File: src/sv/ptex_div.sv
`timescale 1ns / 1ps
module ptex_div #(
  parameter int NW = 60,
  parameter int DW = 46,
  parameter int QW = 14,
  parameter int SW = 2
) (
  input  logic          clk,
  input  logic          rst_n,
  input  logic          adv,
  input  logic          in_valid,
  input  logic [NW-1:0] num,
  input  logic [DW-1:0] den,
  input  logic [SW-1:0] side,
  output logic          out_valid,
  output logic [QW-1:0] quot,
  output logic [NW-1:0] rem,
  output logic [SW-1:0] out_side
);
  // Restoring divider, one quotient bit per stage. Requires num < den << QW.
  localparam int CW = (NW > DW + QW) ? NW : DW + QW;

  logic          vld_r  [QW];
  logic [NW-1:0] rem_r  [QW];
  logic [DW-1:0] den_r  [QW];
  logic [QW-1:0] q_r    [QW];
  logic [SW-1:0] side_r [QW];

  for (genvar s = 0; s < QW; s++) begin : g_stage
    localparam int B = QW - 1 - s;
    logic          v_in;
    logic [NW-1:0] r_in;
    logic [DW-1:0] d_in;
    logic [QW-1:0] q_in;
    logic [SW-1:0] s_in;
    logic [CW-1:0] trial;
    logic [CW-1:0] rext;
    logic [CW-1:0] diff;
    logic          ge;

    if (s == 0) begin : g_first
      assign v_in = in_valid;
      assign r_in = num;
      assign d_in = den;
      assign q_in = '0;
      assign s_in = side;
    end else begin : g_next
      assign v_in = vld_r[s-1];
      assign r_in = rem_r[s-1];
      assign d_in = den_r[s-1];
      assign q_in = q_r[s-1];
      assign s_in = side_r[s-1];
    end

    assign trial = CW'(d_in) << B;
    assign rext  = CW'(r_in);
    assign ge    = rext >= trial;
    assign diff  = rext - trial;

    always_ff @(posedge clk) begin
      if (!rst_n) begin
        vld_r[s] <= 1'b0;
      end else if (adv) begin
        vld_r[s] <= v_in;
      end
    end

    always_ff @(posedge clk) begin
      if (adv) begin
        rem_r[s]  <= ge ? diff[NW-1:0] : r_in;
        den_r[s]  <= d_in;
        q_r[s]    <= q_in | (QW'(ge) << B);
        side_r[s] <= s_in;
      end
    end
  end

  assign out_valid = vld_r[QW-1];
  assign quot      = q_r[QW-1];
  assign rem       = rem_r[QW-1];
  assign out_side  = side_r[QW-1];

endmodule

File: config.mk
export PLATFORM = sky130hd
export DESIGN_NAME = ptex_div
export DESIGN_NICKNAME = d
export VERILOG_FILES = /design/src/sv/ptex_div.sv
export SDC_FILE = /design/constraint.sdc
export NUM_CORES = 2
export LEC_CHECK = 0
export BUFFER_PORTS_ARGS = -buffer_cell sky130_fd_sc_hd__buf_2
export CAP_MARGIN = 20
export CORE_ASPECT_RATIO = 0.5
export CORE_MARGIN = 3
export CORE_UTILIZATION = 47
export CTS_CLUSTER_SIZE = 25
export DETAILED_ROUTE_END_ITERATION = 16
export GPL_TIMING_DRIVEN = 0
export PLACE_DENSITY = 0.63
export SLEW_MARGIN = 20
export SYNTH_ARGS = -nofsm -noshare
export SYNTH_HDL_FRONTEND = slang
export SYNTH_SLANG_ARGS = --single-unit
File: constraint.sdc
create_clock -name clk -period 7.6 [get_ports clk]
set_clock_uncertainty 0.2 [all_clocks]
set_input_delay 0.38 -clock clk [delete_from_list [all_inputs] [get_ports clk]]
set_output_delay 0.38 -clock clk [all_outputs]
set_load 0.05 [all_outputs]
======== Word-level counts from Yosys, hierarchy flattened ========
Memory sizes are Yosys's and may differ from the RTL's.
Cells that the tools add are included.
word-level totals
  memories kept ........................... 5
  output and inout port bits .............. 77
  bits in writable memories ............... 1722
  register bits after elaboration ......... 0
operators by class
  add/sub/neg operators ................... 14
  mux-type cells .......................... 33
  magnitude comparators ................... 14
  bitwise gates (word level) .............. 27
memory list
  memory  depth  bits a word  rd ports  clocked after memory_dff  write ports  line  text
  rem_r   14     60           14        0                         14           24    logic [NW-1:0] rem_r [QW];
  den_r   14     46           13        0                         14           25    logic [DW-1:0] den_r [QW];
  q_r     14     14           14        0                         14           26    logic [QW-1:0] q_r [QW];
  side_r  14     2            14        0                         14           27    logic [SW-1:0] side_r [QW];
  vld_r   14     1            14        0                         14           23    logic vld_r [QW];
operators by type and width
  operator                                      count
  two-way mux 60 bit                            14
  greater-or-equal comparator 60 x 46 -> 1 bit  1
  greater-or-equal comparator 60 x 47 -> 1 bit  1
  greater-or-equal comparator 60 x 48 -> 1 bit  1
  greater-or-equal comparator 60 x 49 -> 1 bit  1
  greater-or-equal comparator 60 x 50 -> 1 bit  1
  greater-or-equal comparator 60 x 51 -> 1 bit  1
  greater-or-equal comparator 60 x 52 -> 1 bit  1
  greater-or-equal comparator 60 x 53 -> 1 bit  1
  greater-or-equal comparator 60 x 54 -> 1 bit  1
  greater-or-equal comparator 60 x 55 -> 1 bit  1
  greater-or-equal comparator 60 x 56 -> 1 bit  1
  greater-or-equal comparator 60 x 57 -> 1 bit  1
  greater-or-equal comparator 60 x 58 -> 1 bit  1
  greater-or-equal comparator 60 x 59 -> 1 bit  1
  subtractor 60 x 46 -> 60 bit                  1
  subtractor 60 x 47 -> 60 bit                  1
  subtractor 60 x 48 -> 60 bit                  1
  subtractor 60 x 49 -> 60 bit                  1
  subtractor 60 x 50 -> 60 bit                  1
  subtractor 60 x 51 -> 60 bit                  1
  subtractor 60 x 52 -> 60 bit                  1
  subtractor 60 x 53 -> 60 bit                  1
  subtractor 60 x 54 -> 60 bit                  1
  other kinds (20)                              51

======== Depth between registers and ports, before layout ========
  depth after elaboration ................. 4
  gate-level depth with buffers ........... 18

======== Least setup slack after synthesis ========
No wires, ideal clock.
  path kind ............................... flip-flop to flip-flop
  start point ............................. mem rem_r[11][1], in the netlist rem_r[1][181]
  end point ............................... mem rem_r[12][55], in the netlist rem_r[1][295], data pin
  data arrival time ....................... 3232 ps
  setup slack ............................. 3900 ps
  data required time ...................... 7133 ps
  stages on the path, launching flop included .. 16
  path buffers ............................ 0
  library setup time ...................... 267 ps
  period minus slack after synthesis ...... 3700 ps
  cell sequence ........................... edfxtp_1 > inv_1 > ha_1 > inv_1 > fa_1 > a21oi_1 > o22ai_1 > o41ai_4 > o221ai_1 > o31ai_2 > o41ai_1 > a221o_1 > a21oi_2 > o21ai_1 > nor4_2 > xor2_1
RTL lines
  what         line
  from (decl)  24

==> summary.md <==
| Metric | Value |
|---|---|
| Max frequency | `156 MHz` |
| Average instance area after synthesis | `10.4 um2` |
| Worst-path cell chain | `dlygate4sd3_1 > buf_12 > buf_16 > buf_16 > buf_16 > buf_16 > buf_16 > buf_16 > buf_16 > buf_16 > buf_16 > buf_16 > buf_16` |
| Global-route wire length before repair | `371,000 um` |
| Critical path buffer and inverter count | `13` |
| Setup Crit Path Kind | `primary input to flop` |
| Synth area leaders | `edfxtp_1 50%, ha_1 8.4%, a21oi_1 4.8%` |
| Ys Warns | `0` |
| GP Congestion | `0.930` |
| Area taken by multi-input logic gates | `0.0439 mm2` |
| Port bufs | `188` |
| Worst slew margin | `0.211` |
| Starting Density | `0.476` |
| Post-layout util | `0.531` |
| Clock sinks | `1,585` |
| Top FF cell, synth | `edfxtp_1` |
| Seq cells post-synth | `1,585` |
| CP top delay family | `buffers and inverters` |
| Dpl ws | `621 ps` |
| CTS Buffer Depth | `4` |
| P per Cell Area | `392 mW/mm2` |
| Die span in y | `326 um` |
| Root buffer cell | `clkbuf_16` |
| Levels on crit path | `13` |
| CP most frequent cell | `buf_16` |
| All-Layer GR Usage | `0.222` |
| Fill count | `18,200` |
| Post-synth EDFFs | `1,584` |
| Async SR Flop Fraction | `0` |
| CP startpoint kind | `primary input` |
| Initial antenna violation count | `0` |
| DIE WIDTH | `645 um` |
| Peak VDD IR | `175 uV` |
| Post-route clock period utilization | `0.844` |
| Routed len/inst | `18.9 um` |
| Max_cap viols | `0` |
| Via count | `67,900` |
| DP HPWL | `188,000 um` |
| Critical path required time | `7810 ps` |
| Setup slack, reg-to-reg | `1890 ps` |
| Total Wirelength | `237,000 um` |
| End of the critical path | `rem_r[1][352]$_DFFE_PP_` |
| Period minus WS final | `6420 ps` |
| Setup TNS | `0 ps` |
| Lkg Pwr | `42.9 nW` |
| Die footprint | `0.210 mm2` |
| Post-Syn Area | `0.0960 mm2` |
| Setup-failing EPs final | `0` |
| R2R cell count | `15` |
| Post-synthesis sequential area ratio | `0.496` |
| Antenna-violating nets left | `0` |
| Netlist cell types | `120` |
| Core area | `0.201 mm2` |
| Detailed Route Iter0 Violations | `5,041` |
| Commonest cells after routing, fill and taps aside | `1,584 x edfxtp_1, 919 x a21oi_1, 799 x inv_1` |
| Reg clk slew, reported paths | `60 ps` |
| Post-CTS sizing | `0` |
| Crit path launch | `adv` |
| Drt via density | `5.40` |
| CTS tree | `yes` |
| Worst r2r dst | `rem_r[1][182]$_DFFE_PP_` |
| Worst slew pin tran | `1170 ps` |
| Vias in the first global route | `67,000` |
| Worst skew pair latency | `830 ps` |
| DRT Pass-1 Iters | `6` |
| RR Startpoint | `rem_r[1][122]$_DFFE_PP_` |
| Largest net degree at the start of global routing | `148` |
| Worst path max stage delay | `580 ps` |
| H-tree depth | `4` |
| RSZ-0062 raised after global routing | `false` |
| Status | `complete, no violations` |
| Worst Setup End Kind | `flop` |
| Gr ovfl total | `0` |
| Std cell rows | `116` |
| Final Worst Setup Slack | `1180 ps` |
| Syn_nets | `10,000` |
| Area grow syn2layout | `11.4%` |
| Critical-path cell with the highest stage delay | `dlygate4sd3_1` |
| Final max-slew violation count | `0` |
| Clock buffer count from CTS | `162` |
| Critical Path AT | `6620 ps` |
| I/O pin cnt | `189` |
| Layout cells sized above 1 | `0.0667` |
| Fin nets | `10,500` |
| HP Class | `primary input to flop` |
| DRC | `0` |
| Sequential cell area | `0.0476 mm2` |
| Cells after Synth | `9,269` |
| Final Hold Fails | `0` |
| Synth area leader | `edfxtp_1` |
| Most common cell after layout, fill and taps aside | `edfxtp_1` |
| Crit Path Max Fanout | `147` |
| Post-synth top area share | `0.496` |
## power by group
part / switching, mW / total (mW) / leakage, nW / internal, mW
sequential: 1.53 / 14.5 / 15.4 / 13.0
combinational: 11.6 / 19.5 / 25.0 / 7.88
clock: 3.31 / 7.86 / 2.47 / 4.55
## registers in the layout, summed over array words and instances, names as in the netlist
| name | count |
|---|---|
| rem_r | 840 |
| den_r | 598 |
| q_r | 105 |
| side_r | 28 |
| vld_r | 14 |
## per-stage QoR
step	instances	hold WS [ps]	instance area, um2	total power, mW
3_5_place_dp	12200	205	101000	33.9
4_1_cts	12600	16.1	107000	42.0
6_report	12600	77.2	107000	41.9
3_3_place_gp	12200	200	100000	34.3
2_1_floorplan	9269	200	96000	28.9
5_1_grt	12600	49.0	107000	45.0
## Yosys cell counts, types with 38 or more instances
master	count
nor2b_1	91
and2_1	44
o211ai_1	38
nand3_1	143
a21o_1	423
nor3_1	101
nor4_1	62
o21ai_1	142
ha_1	644
inv_1	799
nand2_1	761
a31oi_1	76
nand2b_1	86
a21oi_1	919
nor2_1	573
clkbuf_1	263
a211oi_1	58
and3_1	93
o21bai_1	109
edfxtp_1	1584
xor2_1	299
xnor2_1	385
o21ai_0	545
buf_2	76
o31ai_1	39
mux2_2	51
mux2_1	61
nand4_1	184
o21a_1	82
## logic make-up (layout without fill, tap and decap cells)
family / after synthesis / in the layout / synth area share
AOI/OAI and AO/OA: 2734 / 2734 / 0.178
buffers and inverters: 1172 / 1761 / 0.0473
xor gates and xnor gates: 684 / 684 / 0.0624
muxes: 117 / 117 / 0.0137
other: 0 / 1 / 0
and+or+nand+nor: 2319 / 2319 / 0.116
adders and majority gates: 658 / 658 / 0.0869
DFF: 1585 / 1585 / 0.496
## metal layers
layer / share of wire / global-route usage
met2: 0.44 / 0.353
met1: 0.47 / 0.301
met3: 0.035 / 0.0236
met4: 0.056 / 0.112
met5: 0 / 0
## cell type report
| class | count | area share |
|---|---|---|
| flip-flops and latches | 1585 | 0.445 |
| inverters | 803 | 0.0282 |
| diodes | 1 | 0.0000234 |
| multi-input cells | 6512 | 0.410 |
| clock buffers | 198 | 0.0402 |
| well taps | 2714 | 0.0318 |
| repair buffers | 314 | 0.0228 |
| clock inverters | 77 | 0.00738 |
| plain buffers | 369 | 0.0142 |
## timing repair
action,4_1_cts,5_1_grt
hold buffers,111,0
setup buffers,0,0
endpoints found under the hold margin,216,0
## worst min path at each step
stage,startpoint,end,slack [ps],cells past startpoint
after floorplan,q_r[0][13]$_DFFE_PP_,q_r[0][27]$_DFFE_PP_,200,0
after global placement,side_r[4][1]$_DFFE_PP_,side_r[5][1]$_DFFE_PP_,200,0
after detailed placement,q_r[2][10]$_DFFE_PP_,q_r[2][24]$_DFFE_PP_,200,0
after CTS,num[5],rem_r[0][5]$_DFFE_PP_,20,2
after global routing,num[6],rem_r[0][6]$_DFFE_PP_,50,2
final,den[20],den_r[0][20]$_DFFE_PP_,80,2
(Power assumes the default switching activity.)
